--- config.mk ---
export PLATFORM = sky130hd
export DESIGN_NAME = pam_hard_demapper_top_flat
export DESIGN_NICKNAME = d
export VERILOG_FILES = /design/src/pam_hd_pkg.sv /design/src/pam_hd_intf.sv /design/src/pam_hd_cfg.sv /design/src/pam_hd_idx.sv /design/src/pam_hd_lvl.sv /design/src/pam_hd_ser.sv /design/src/pam_hard_demapper_top.sv /design/src/flat_wrapper.sv
export SDC_FILE = /design/constraint.sdc
export NUM_CORES = 2
export LEC_CHECK = 0
export ABC_AREA = 1
export BUFFER_PORTS_ARGS = -buffer_cell sky130_fd_sc_hd__buf_2
export CAP_MARGIN = 30
export CORE_UTILIZATION = 40
export CTS_CLUSTER_DIAMETER = 200
export DETAILED_ROUTE_END_ITERATION = 6
export PLACE_DENSITY_LB_ADDON = 0.1
export SETUP_SLACK_MARGIN = 0.4
export SYNTH_ARGS = -nofsm -noshare
export SYNTH_HDL_FRONTEND = slang
export SYNTH_SLANG_ARGS = --single-unit
--- constraint.sdc ---
create_clock -name clk_i -period 7.75 [get_ports clk_i]
set_input_delay 0.3875 -clock clk_i [delete_from_list [all_inputs] [get_ports clk_i]]
set_output_delay 0.3875 -clock clk_i [all_outputs]
set_load 0.05 [all_outputs]
--- src/pam_hd_pkg.sv ---
package pam_hd_pkg;

  localparam int LVL_W      = 16;
  localparam int NB_W       = 4;
  localparam int NBE_W      = 5;
  localparam int N_W        = 16;
  localparam int D_W        = LVL_W + 1;
  localparam int Q_W        = LVL_W + 1;
  localparam int CFG_ADDR_W = 2;

  typedef enum logic [CFG_ADDR_W-1:0] {
    REG_NUM_BITS   = 2'd0,
    REG_MSB_FIRST  = 2'd1,
    REG_HIGH_LEVEL = 2'd2,
    REG_LOW_LEVEL  = 2'd3
  } reg_idx_e;

  localparam logic [NB_W-1:0]  NUM_BITS_RST   = 4'd4;
  localparam logic             MSB_FIRST_RST  = 1'b1;
  localparam logic [LVL_W-1:0] HIGH_LEVEL_RST = 16'h1000;
  localparam logic [LVL_W-1:0] LOW_LEVEL_RST  = 16'hF000;

  // derived settings; the user must keep them stable while the datapath is busy, the block does not enforce it
  typedef struct packed {
    logic [NBE_W-1:0] nb;
    logic             msb_first;
    logic [N_W-1:0]   n;
    logic [D_W-1:0]   d;
    logic             d_zero;
    logic [LVL_W-1:0] lo;
  } cfg_t;

endpackage

--- src/pam_hd_intf.sv ---
interface pam_hd_in_if #(parameter int SAMPLE_WIDTH = 16);
  logic                    valid;
  logic                    ready;
  logic [SAMPLE_WIDTH-1:0] sample;
  modport source (output valid, output sample, input ready);
  modport sink (input valid, input sample, output ready);
endinterface

interface pam_hd_out_if;
  logic                            valid;
  logic                            ready;
  logic                            bit_res;
  logic [pam_hd_pkg::LVL_W-1:0]    level;
  logic                            last;
  modport source (output valid, output bit_res, output level, output last, input ready);
  modport sink (input valid, input bit_res, input level, input last, output ready);
endinterface

interface pam_hd_cfg_if;
  logic                              valid;
  logic                              ready;
  logic [pam_hd_pkg::CFG_ADDR_W-1:0] addr;
  logic [pam_hd_pkg::LVL_W-1:0]      data;
  modport source (output valid, output addr, output data, input ready);
  modport sink (input valid, input addr, input data, output ready);
endinterface

--- src/pam_hd_cfg.sv ---
module pam_hd_cfg #(
  parameter int MAX_BITS = 8
) (
  input  logic                              clk_i,
  input  logic                              rst_ni,
  input  logic                              wr_valid_i,
  input  logic [pam_hd_pkg::CFG_ADDR_W-1:0] wr_addr_i,
  input  logic [pam_hd_pkg::LVL_W-1:0]      wr_data_i,
  output pam_hd_pkg::cfg_t                  cfg_o
);

  localparam int NB_W  = pam_hd_pkg::NB_W;
  localparam int NBE_W = pam_hd_pkg::NBE_W;
  localparam int N_W   = pam_hd_pkg::N_W;
  localparam int LVL_W = pam_hd_pkg::LVL_W;

  logic [NB_W-1:0]  num_bits_q;
  logic             msb_first_q;
  logic [LVL_W-1:0] high_level_q;
  logic [LVL_W-1:0] low_level_q;
  logic [NBE_W-1:0] nb;

  always_ff @(posedge clk_i or negedge rst_ni) begin
    if (!rst_ni) begin
      num_bits_q   <= pam_hd_pkg::NUM_BITS_RST;
      msb_first_q  <= pam_hd_pkg::MSB_FIRST_RST;
      high_level_q <= pam_hd_pkg::HIGH_LEVEL_RST;
      low_level_q  <= pam_hd_pkg::LOW_LEVEL_RST;
    end else if (wr_valid_i) begin
      unique case (pam_hd_pkg::reg_idx_e'(wr_addr_i))
        pam_hd_pkg::REG_NUM_BITS:   num_bits_q   <= wr_data_i[NB_W-1:0];
        pam_hd_pkg::REG_MSB_FIRST:  msb_first_q  <= wr_data_i[0];
        pam_hd_pkg::REG_HIGH_LEVEL: high_level_q <= wr_data_i;
        pam_hd_pkg::REG_LOW_LEVEL:  low_level_q  <= wr_data_i;
        default: ;
      endcase
    end
  end

  always_comb begin
    if (num_bits_q == '0) begin
      nb = NBE_W'(1);
    end else if (int'(num_bits_q) > MAX_BITS) begin
      nb = NBE_W'(MAX_BITS);
    end else begin
      nb = NBE_W'(num_bits_q);
    end
  end

  assign cfg_o.nb        = nb;
  assign cfg_o.msb_first = msb_first_q;
  assign cfg_o.n         = N_W'((32'd1 << nb) - 32'd1);
  assign cfg_o.d         = {high_level_q[LVL_W-1], high_level_q}
                         - {low_level_q[LVL_W-1], low_level_q};
  assign cfg_o.d_zero    = (high_level_q == low_level_q);
  assign cfg_o.lo        = low_level_q;

endmodule

--- src/pam_hd_idx.sv ---
module pam_hd_idx #(
  parameter int SAMPLE_WIDTH = 16,
  parameter int MAX_BITS     = 8
) (
  input  logic                    clk_i,
  input  logic                    rst_ni,
  input  pam_hd_pkg::cfg_t        cfg_i,
  input  logic                    in_valid_i,
  output logic                    in_ready_o,
  input  logic [SAMPLE_WIDTH-1:0] sample_i,
  output logic                    out_valid_o,
  input  logic                    out_ready_i,
  output logic [MAX_BITS-1:0]     idx_o
);

  localparam int LVL_W = pam_hd_pkg::LVL_W;
  localparam int D_W   = pam_hd_pkg::D_W;
  localparam int NBE_W = pam_hd_pkg::NBE_W;
  localparam int XW    = ((SAMPLE_WIDTH > LVL_W) ? SAMPLE_WIDTH : LVL_W) + 1;
  localparam int PW    = XW + MAX_BITS + 1;
  localparam int RW    = XW + MAX_BITS + 3;
  localparam int S     = MAX_BITS + 3;

  logic [S-1:0]             v_q;
  logic [S:0]               en;
  logic signed [XW-1:0]     diff_q;
  logic signed [PW-1:0]     prod_q;
  logic signed [RW-1:0]     r_q [MAX_BITS+1];
  logic [MAX_BITS-1:0]      q_q [MAX_BITS+1];

  logic signed [D_W-1:0]    d;
  logic signed [XW-1:0]     x_ext;
  logic signed [XW-1:0]     lo_ext;
  logic signed [MAX_BITS:0] n_s;
  logic signed [RW-1:0]     d_ext;

  assign d      = $signed(cfg_i.d);
  assign x_ext  = XW'($signed(sample_i));
  assign lo_ext = XW'($signed(cfg_i.lo));
  assign n_s    = $signed({1'b0, cfg_i.n[MAX_BITS-1:0]});
  assign d_ext  = RW'(d);

  always_comb begin
    en[S] = out_ready_i;
    for (int k = S - 1; k >= 0; k--) begin
      en[k] = !v_q[k] || en[k+1];
    end
  end

  assign in_ready_o  = en[0];
  assign out_valid_o = v_q[S-1];
  assign idx_o       = q_q[MAX_BITS];

  always_ff @(posedge clk_i or negedge rst_ni) begin
    if (!rst_ni) begin
      v_q <= '0;
    end else begin
      if (en[0]) v_q[0] <= in_valid_i;
      for (int k = 1; k < S; k++) begin
        if (en[k]) v_q[k] <= v_q[k-1];
      end
    end
  end

  // numerator 2*(x-lo)*n + d, then restoring search for floor(num / 2d)
  always_ff @(posedge clk_i) begin
    if (en[0]) diff_q <= x_ext - lo_ext;
    if (en[1]) prod_q <= PW'(diff_q) * PW'(n_s);
    if (en[2]) begin
      r_q[0] <= (RW'(prod_q) <<< 1) + d_ext;
      q_q[0] <= '0;
    end
  end

  for (genvar j = 1; j <= MAX_BITS; j++) begin : g_step
    localparam int               B    = MAX_BITS - j;
    localparam logic [NBE_W-1:0] BPOS = NBE_W'(B);

    logic signed [RW-1:0] t;
    logic                 take;
    logic [MAX_BITS-1:0]  q_nx;

    assign t    = d_ext <<< (B + 1);
    assign take = (cfg_i.nb > BPOS) && !cfg_i.d_zero
               && (d[D_W-1] ? (r_q[j-1] <= t) : (r_q[j-1] >= t));

    always_comb begin
      q_nx    = q_q[j-1];
      q_nx[B] = take;
    end

    always_ff @(posedge clk_i) begin
      if (en[2+j]) begin
        r_q[j] <= take ? (r_q[j-1] - t) : r_q[j-1];
        q_q[j] <= q_nx;
      end
    end
  end

endmodule

--- src/pam_hd_lvl.sv ---
module pam_hd_lvl #(
  parameter int MAX_BITS = 8
) (
  input  logic                         clk_i,
  input  logic                         rst_ni,
  input  pam_hd_pkg::cfg_t             cfg_i,
  input  logic                         in_valid_i,
  output logic                         in_ready_o,
  input  logic [MAX_BITS-1:0]          idx_i,
  output logic                         out_valid_o,
  input  logic                         out_ready_i,
  output logic [MAX_BITS-1:0]          idx_o,
  output logic [pam_hd_pkg::LVL_W-1:0] level_o
);

  localparam int LVL_W = pam_hd_pkg::LVL_W;
  localparam int D_W   = pam_hd_pkg::D_W;
  localparam int Q_W   = pam_hd_pkg::Q_W;
  localparam int PW    = MAX_BITS + D_W + 1;
  localparam int LW    = MAX_BITS + Q_W + 2;
  localparam int S     = Q_W + 2;

  logic [S-1:0]         v_q;
  logic [S:0]           en;
  logic signed [PW-1:0] p_q;
  logic [LW-1:0]        r_q [Q_W+1];
  logic [Q_W-1:0]       q_q [Q_W+1];
  logic [MAX_BITS-1:0]  i_q [S];
  logic [LW-1:0]        n_ext;

  assign n_ext = LW'(cfg_i.n[MAX_BITS-1:0]);

  always_comb begin
    en[S] = out_ready_i;
    for (int k = S - 1; k >= 0; k--) begin
      en[k] = !v_q[k] || en[k+1];
    end
  end

  assign in_ready_o  = en[0];
  assign out_valid_o = v_q[S-1];
  assign idx_o       = i_q[S-1];
  // quotient carries a bias of 2^16, which drops out of the 16-bit sum
  assign level_o     = cfg_i.lo + q_q[Q_W][LVL_W-1:0];

  always_ff @(posedge clk_i or negedge rst_ni) begin
    if (!rst_ni) begin
      v_q <= '0;
    end else begin
      if (en[0]) v_q[0] <= in_valid_i;
      for (int k = 1; k < S; k++) begin
        if (en[k]) v_q[k] <= v_q[k-1];
      end
    end
  end

  always_ff @(posedge clk_i) begin
    if (en[0]) begin
      p_q    <= PW'($signed({1'b0, idx_i})) * PW'($signed(cfg_i.d));
      i_q[0] <= idx_i;
    end
    for (int k = 1; k < S; k++) begin
      if (en[k]) i_q[k] <= i_q[k-1];
    end
    // 2*idx*d + n + 2n*2^16, always positive
    if (en[1]) begin
      r_q[0] <= (LW'(p_q) << 1) + n_ext + (n_ext << Q_W);
      q_q[0] <= '0;
    end
  end

  for (genvar j = 1; j <= Q_W; j++) begin : g_div
    localparam int B = Q_W - j;

    logic [LW-1:0]  t;
    logic           take;
    logic [Q_W-1:0] q_nx;

    assign t    = n_ext << (B + 1);
    assign take = (r_q[j-1] >= t);

    always_comb begin
      q_nx    = q_q[j-1];
      q_nx[B] = take;
    end

    always_ff @(posedge clk_i) begin
      if (en[1+j]) begin
        r_q[j] <= take ? (r_q[j-1] - t) : r_q[j-1];
        q_q[j] <= q_nx;
      end
    end
  end

endmodule

--- src/pam_hd_ser.sv ---
module pam_hd_ser #(
  parameter int MAX_BITS = 8
) (
  input  logic                         clk_i,
  input  logic                         rst_ni,
  input  pam_hd_pkg::cfg_t             cfg_i,
  input  logic                         in_valid_i,
  output logic                         in_ready_o,
  input  logic [MAX_BITS-1:0]          idx_i,
  input  logic [pam_hd_pkg::LVL_W-1:0] level_i,
  output logic                         out_valid_o,
  input  logic                         out_ready_i,
  output logic                         bit_o,
  output logic [pam_hd_pkg::LVL_W-1:0] level_o,
  output logic                         last_o
);

  localparam int CW = $clog2(MAX_BITS + 1);

  logic                         full_q;
  logic [MAX_BITS-1:0]          sr_q;
  logic [CW-1:0]                cnt_q;
  logic [pam_hd_pkg::LVL_W-1:0] lvl_q;
  logic                         load;

  assign last_o      = (cnt_q == '0);
  assign in_ready_o  = !full_q || (out_ready_i && last_o);
  assign load        = in_valid_i && in_ready_o;
  assign out_valid_o = full_q;
  assign bit_o       = cfg_i.msb_first ? sr_q[MAX_BITS-1] : sr_q[0];
  assign level_o     = lvl_q;

  always_ff @(posedge clk_i or negedge rst_ni) begin
    if (!rst_ni) begin
      full_q <= 1'b0;
      cnt_q  <= '0;
    end else if (load) begin
      full_q <= 1'b1;
      cnt_q  <= CW'(cfg_i.nb - 1'b1);
    end else if (full_q && out_ready_i) begin
      if (last_o) begin
        full_q <= 1'b0;
      end else begin
        cnt_q <= cnt_q - 1'b1;
      end
    end
  end

  always_ff @(posedge clk_i) begin
    if (load) begin
      sr_q  <= cfg_i.msb_first ? (idx_i << (MAX_BITS - int'(cfg_i.nb))) : idx_i;
      lvl_q <= level_i;
    end else if (full_q && out_ready_i) begin
      sr_q <= cfg_i.msb_first ? (sr_q << 1) : (sr_q >> 1);
    end
  end

endmodule

--- src/pam_hard_demapper_top.sv ---
// Throughput: one result word per cycle while out_if.ready is high; each sample yields num_bits
//   words (default 4, clamped to 1..MAX_BITS), so the output serializer takes a new sample only
//   when it is empty or the last word of the previous sample is being accepted.
// Datapath: MAX_BITS + 3 stage index search, 19 stage level divider, output register.
// Reset: pipeline emptied, registers back to num_bits 4, msb_first 1, levels +/-1.0.
module pam_hard_demapper_top #(
  parameter int MAX_BITS     = 8,
  parameter int SAMPLE_WIDTH = 16
) (
  input  logic        clk_i,
  input  logic        rst_ni,
  pam_hd_cfg_if.sink  cfg_if,
  pam_hd_in_if.sink   in_if,
  pam_hd_out_if.source out_if
);

  localparam int LVL_W = pam_hd_pkg::LVL_W;

  pam_hd_pkg::cfg_t    cfg;
  logic                idx_valid;
  logic                idx_ready;
  logic [MAX_BITS-1:0] idx;
  logic                lvl_valid;
  logic                lvl_ready;
  logic [MAX_BITS-1:0] lvl_idx;
  logic [LVL_W-1:0]    lvl;

  assign cfg_if.ready = 1'b1;

  pam_hd_cfg #(
    .MAX_BITS (MAX_BITS)
  ) u_cfg (
    .clk_i      (clk_i),
    .rst_ni     (rst_ni),
    .wr_valid_i (cfg_if.valid),
    .wr_addr_i  (cfg_if.addr),
    .wr_data_i  (cfg_if.data),
    .cfg_o      (cfg)
  );

  pam_hd_idx #(
    .SAMPLE_WIDTH (SAMPLE_WIDTH),
    .MAX_BITS     (MAX_BITS)
  ) u_idx (
    .clk_i       (clk_i),
    .rst_ni      (rst_ni),
    .cfg_i       (cfg),
    .in_valid_i  (in_if.valid),
    .in_ready_o  (in_if.ready),
    .sample_i    (in_if.sample),
    .out_valid_o (idx_valid),
    .out_ready_i (idx_ready),
    .idx_o       (idx)
  );

  pam_hd_lvl #(
    .MAX_BITS (MAX_BITS)
  ) u_lvl (
    .clk_i       (clk_i),
    .rst_ni      (rst_ni),
    .cfg_i       (cfg),
    .in_valid_i  (idx_valid),
    .in_ready_o  (idx_ready),
    .idx_i       (idx),
    .out_valid_o (lvl_valid),
    .out_ready_i (lvl_ready),
    .idx_o       (lvl_idx),
    .level_o     (lvl)
  );

  pam_hd_ser #(
    .MAX_BITS (MAX_BITS)
  ) u_ser (
    .clk_i       (clk_i),
    .rst_ni      (rst_ni),
    .cfg_i       (cfg),
    .in_valid_i  (lvl_valid),
    .in_ready_o  (lvl_ready),
    .idx_i       (lvl_idx),
    .level_i     (lvl),
    .out_valid_o (out_if.valid),
    .out_ready_i (out_if.ready),
    .bit_o       (out_if.bit_res),
    .level_o     (out_if.level),
    .last_o      (out_if.last)
  );

endmodule

--- src/flat_wrapper.sv ---
// flat-port wrapper written by rule: the top's interface ports become plain ports
module pam_hard_demapper_top_flat 
#(
  parameter int MAX_BITS     = 8,
  parameter int SAMPLE_WIDTH = 16
)
  (clk_i, rst_ni, cfg_if_valid, cfg_if_addr, cfg_if_data, cfg_if_ready, in_if_valid, in_if_sample, in_if_ready, out_if_valid, out_if_bit_res, out_if_level, out_if_last, out_if_ready);
  pam_hd_cfg_if cfg_if_i ();
  pam_hd_in_if #(.SAMPLE_WIDTH(SAMPLE_WIDTH)) in_if_i ();
  pam_hd_out_if out_if_i ();
  input  logic clk_i;
  input  logic rst_ni;
  input wire logic [$bits(cfg_if_i.valid)-1:0] cfg_if_valid;
  input wire logic [$bits(cfg_if_i.addr)-1:0] cfg_if_addr;
  input wire logic [$bits(cfg_if_i.data)-1:0] cfg_if_data;
  output wire logic [$bits(cfg_if_i.ready)-1:0] cfg_if_ready;
  input wire logic [$bits(in_if_i.valid)-1:0] in_if_valid;
  input wire logic [$bits(in_if_i.sample)-1:0] in_if_sample;
  output wire logic [$bits(in_if_i.ready)-1:0] in_if_ready;
  output wire logic [$bits(out_if_i.valid)-1:0] out_if_valid;
  output wire logic [$bits(out_if_i.bit_res)-1:0] out_if_bit_res;
  output wire logic [$bits(out_if_i.level)-1:0] out_if_level;
  output wire logic [$bits(out_if_i.last)-1:0] out_if_last;
  input wire logic [$bits(out_if_i.ready)-1:0] out_if_ready;
  assign cfg_if_i.valid = cfg_if_valid;
  assign cfg_if_i.addr = cfg_if_addr;
  assign cfg_if_i.data = cfg_if_data;
  assign cfg_if_ready = cfg_if_i.ready;
  assign in_if_i.valid = in_if_valid;
  assign in_if_i.sample = in_if_sample;
  assign in_if_ready = in_if_i.ready;
  assign out_if_valid = out_if_i.valid;
  assign out_if_bit_res = out_if_i.bit_res;
  assign out_if_level = out_if_i.level;
  assign out_if_last = out_if_i.last;
  assign out_if_i.ready = out_if_ready;
  pam_hard_demapper_top #(.MAX_BITS(MAX_BITS), .SAMPLE_WIDTH(SAMPLE_WIDTH)) u_core (.clk_i(clk_i), .rst_ni(rst_ni), .cfg_if(cfg_if_i), .in_if(in_if_i), .out_if(out_if_i));
endmodule
==> metrics.md <==
| Metric | Value |
|---|---|
| Outcome | finished clean |
| Post-synthesis sequential area ratio | 50.2% |
| Worst slew pin tran | 963 ps |
| Critical path's largest stage delay | 540 ps |
| Site Rows | 152 |
| Residual DRC | 0 |
| Core ar. | 172,000 um2 |
| Synth cell count leaders | edfxtp_1, nand2_1, inv_1 |
| Final setup viols | 0 |
| Share of post-route cells with drive strength above 1 | 7.19% |
| CP delay by family, top | adder cells |
| # H-tree levels | 4 |
| Total Negative Setup Slacks | 0 ps |
| Overall die height | 419 um |
| Asr flop ratio synth | 6.14% |
| Most common cell on crit path | nand3_1 |
| DRT Wirelength | 171 mm |
| Ports | 60 |
| Routed via count | 45,900 |
| Count leader, synth | edfxtp_1 |
| Avg Cell Area, Syn | 10.5 um2 |
| Max Slew Vio Count | 0 |
| WL/cell | 18.5 um |
| Top post-synthesis cells by area | edfxtp_1, ha_1, fa_1, nand2_1, inv_1 |
| Required time worst endpoint | 8250 ps |
| Grt ovf | 0 |
| Worst slack at placement | 475 ps |
| Critical Path Start Type | flop |
| Final worst setup slack | 802 ps |
| Detail Route Antenna Nets | 0 |
| CP arrival | 7440 ps |
| Peak fanout along the critical path | 9 |
| Final #Nets | 7,613 |
| Min-delay worst type | primary input to flop |
| Post-synth cell types | 77 |
| Largest area contributor in the netlist | edfxtp_1 |
| Relative slew margins | 35.6% |
| Die ar. | 175,000 um2 |
| GRT Resource Usage Total | 19.7% |
| Buf/Inv on CP | 7 |
| Initial Util | 40.4% |
| Initial antenna violation count | 10 |
| Final HPWL DP | 133 mm |
| Final Skew | 43.8 ps |
| Clock tree buffer depth | 3 |
| Peak Freq | 144 MHz |
| TritonCTS Buffers | 136 |
| Final hold vios | 0 |
| Port Buffers | 58 |
| Cell Area, Synth | 69,400 um2 |
| Drt first pass iters | 5 |
| Number of synthesized flops with an enable pin | 1,100 |
| Area Overhead vs Synth | 12.0% |
| Number of global-route vias before repair | 45,800 |
| MaxCap Viol Count | 0 |
| Slowest CP cell | fa_1 |
| Synth Net Count | 7,394 |
| DIE WIDTH | 419 um |
| Clock Tree Root | clkbuf_16 |
| CTS tree | built |
| DP Cell Count | 8,953 |
| Via/cell ratio | 4.97 |
| RSZ-0062 raised after global routing | yes |
| Largest net degree at the start of global routing | 54 |
| Area fraction of the dominant cell type after synthesis | 47.6% |
| GPL Wtd Cong | 0.877 |
| Tmin final | 6950 ps |
| DR iter-0 viols | 2,847 |
| Worst-Skew Late Latency | 760 ps |
| Final worst path period share | 89.6% |
| Cell Count, Final, Fillers Out | 9,230 |
| Global-route wire length before repair | 264 mm |
| Cells after Synth | 6,588 |
| Synth Register Bits | 1,172 |
| Ys Warns | 0 |
| WS Path Type | flop to flop |
| Most used DFF post-synth | edfxtp_1 |
| Clk sinks | 1,172 |
| Clock transition at path regs | 60 ps |
| Setup crit end kind | flop |
through the flow:
step | utilization, % | instance area, um2 | hold slack (ps)
floorplan | - | 69500 | 91.9
global placement | 42.4 | 72900 | 401
detailed placement | 42.5 | 73000 | 314
CTS | 45.1 | 77600 | 0.179
global route | 45.2 | 77800 | 29.4
finish | 45.2 | 77800 | 40.7
final cells by class:
| type | instances | area (um2) |
|---|---|---|
| inverters | 902 | 3390 |
| multi-input cells | 4429 | 31000 |
| flip-flops and latches | 1172 | 34800 |
| clock buffers | 171 | 3600 |
| diodes | 3 | 7.51 |
| repair buffers | 166 | 1230 |
| fillers | 16200 | 94200 |
| clock inverters | 77 | 812 |
| well taps | 2310 | 2890 |
final timing paths:
| path | start | end | slack [ps] | cells after the start |
|---|---|---|---|---|
| max | u_core.u_cfg.num_bits_q[3] | u_core.u_idx.prod_q[25] | 800 | 36 |
| min | cfg_if_data[6] | u_core.u_cfg.low_level_q[6] | 40 | 3 |
| max reg2reg | u_core.u_cfg.num_bits_q[3] | u_core.u_idx.prod_q[25] | 800 | 36 |
| min reg2reg | u_core.u_lvl.i_q[3][0] | u_core.u_lvl.i_q[4][0] | 400 | 0 |
| max in group asynchronous | rst_ni | u_core.u_cfg.low_level_q[12] | 6980 | 3 |
| min in group asynchronous | rst_ni | u_core.u_ser.out_valid_o | 80 | 2 |
routing by layer:
| layer | track usage, % | up-vias | wire length [um] |
|---|---|---|---|
| li1 | - | 23000 | - |
| met1 | 25.3 | 21900 | 75700 |
| met2 | 33.3 | 756 | 82200 |
| met3 | 4.28 | 222 | 8700 |
| met4 | 5.71 | 4 | 4470 |
| met5 | 0 | - | 27 |
cell usage in the layout (no fill, tap or decap), types with 13 or more instances in the layout:
master,synthesis,final
ha_1,523,519
inv_1,896,887
o21ai_0,410,404
nand2_1,1099,1095
xor2_1,281,278
a21o_1,18,18
o21bai_1,23,23
xnor2_1,206,205
o21ai_2,20,21
clkinv_1,1,25
o21ai_1,26,31
nor4_1,75,75
clkinv_2,0,17
dlygate4sd3_1,0,19
nor2_1,473,471
clkbuf_1,65,31
nor3_1,83,83
buf_4,1,83
nand4_1,67,67
dfrtp_1,65,63
a21oi_1,422,415
fa_1,244,244
buf_2,11,57
o21a_1,13,13
nand3_1,193,193
clkbuf_16,0,138
edfxtp_1,1100,1100
a211oi_1,20,19
a31oi_1,25,25
or2_2,30,30
cell families after synthesis:
kind of cell | share of synthesized area, %
flops | 50.2
simple gates | 13.2
mux | 0.0793
compound gates | 8.52
other cells | 0.00540
fa+ha+maj | 16.5
buf+inv | 5.44
xor+xnor | 6.14
registers in the layout, summed over array words and instances, names as in the netlist:
name,flops
u_core.u_cfg.high_level_q,16
u_core.u_cfg.low_level_q,16
u_core.u_cfg.msb_first_q,1
u_core.u_cfg.num_bits_q,4
u_core.u_idx.diff_q,17
u_core.u_idx.prod_q,26
u_core.u_idx.q_q,36
u_core.u_idx.r_q,224
u_core.u_idx.v_q,11
u_core.u_lvl.i_q,152
u_core.u_lvl.p_q,26
u_core.u_lvl.q_q,136
u_core.u_lvl.r_q,459
u_core.u_lvl.v_q,19
u_core.u_ser.cnt_q,4
u_core.u_ser.level_o,16
u_core.u_ser.out_valid_o,1
u_core.u_ser.sr_q,8
timing repair:
item | 4_1_cts | 5_1_grt
hold buffers | 19 | 0
endpoints found under the setup margin | 0 | 13
gates resized for setup | 0 | 32
setup buffers | 0 | 6
endpoints found under the hold margin | 98 | 0
worst reg2reg max path, delay by kind of cell (launching register included):
family	cells	cell delay, ps
fa+ha+maj	7	2920
compound gates	7	1230
simple gates	13	1090
buf+inv	7	660
flops	1	460
xor+xnor	2	350
Power is left out: the tool's default activity adds up to more than one toggle a clock period on the data nets, which glitch-free logic cannot reach.
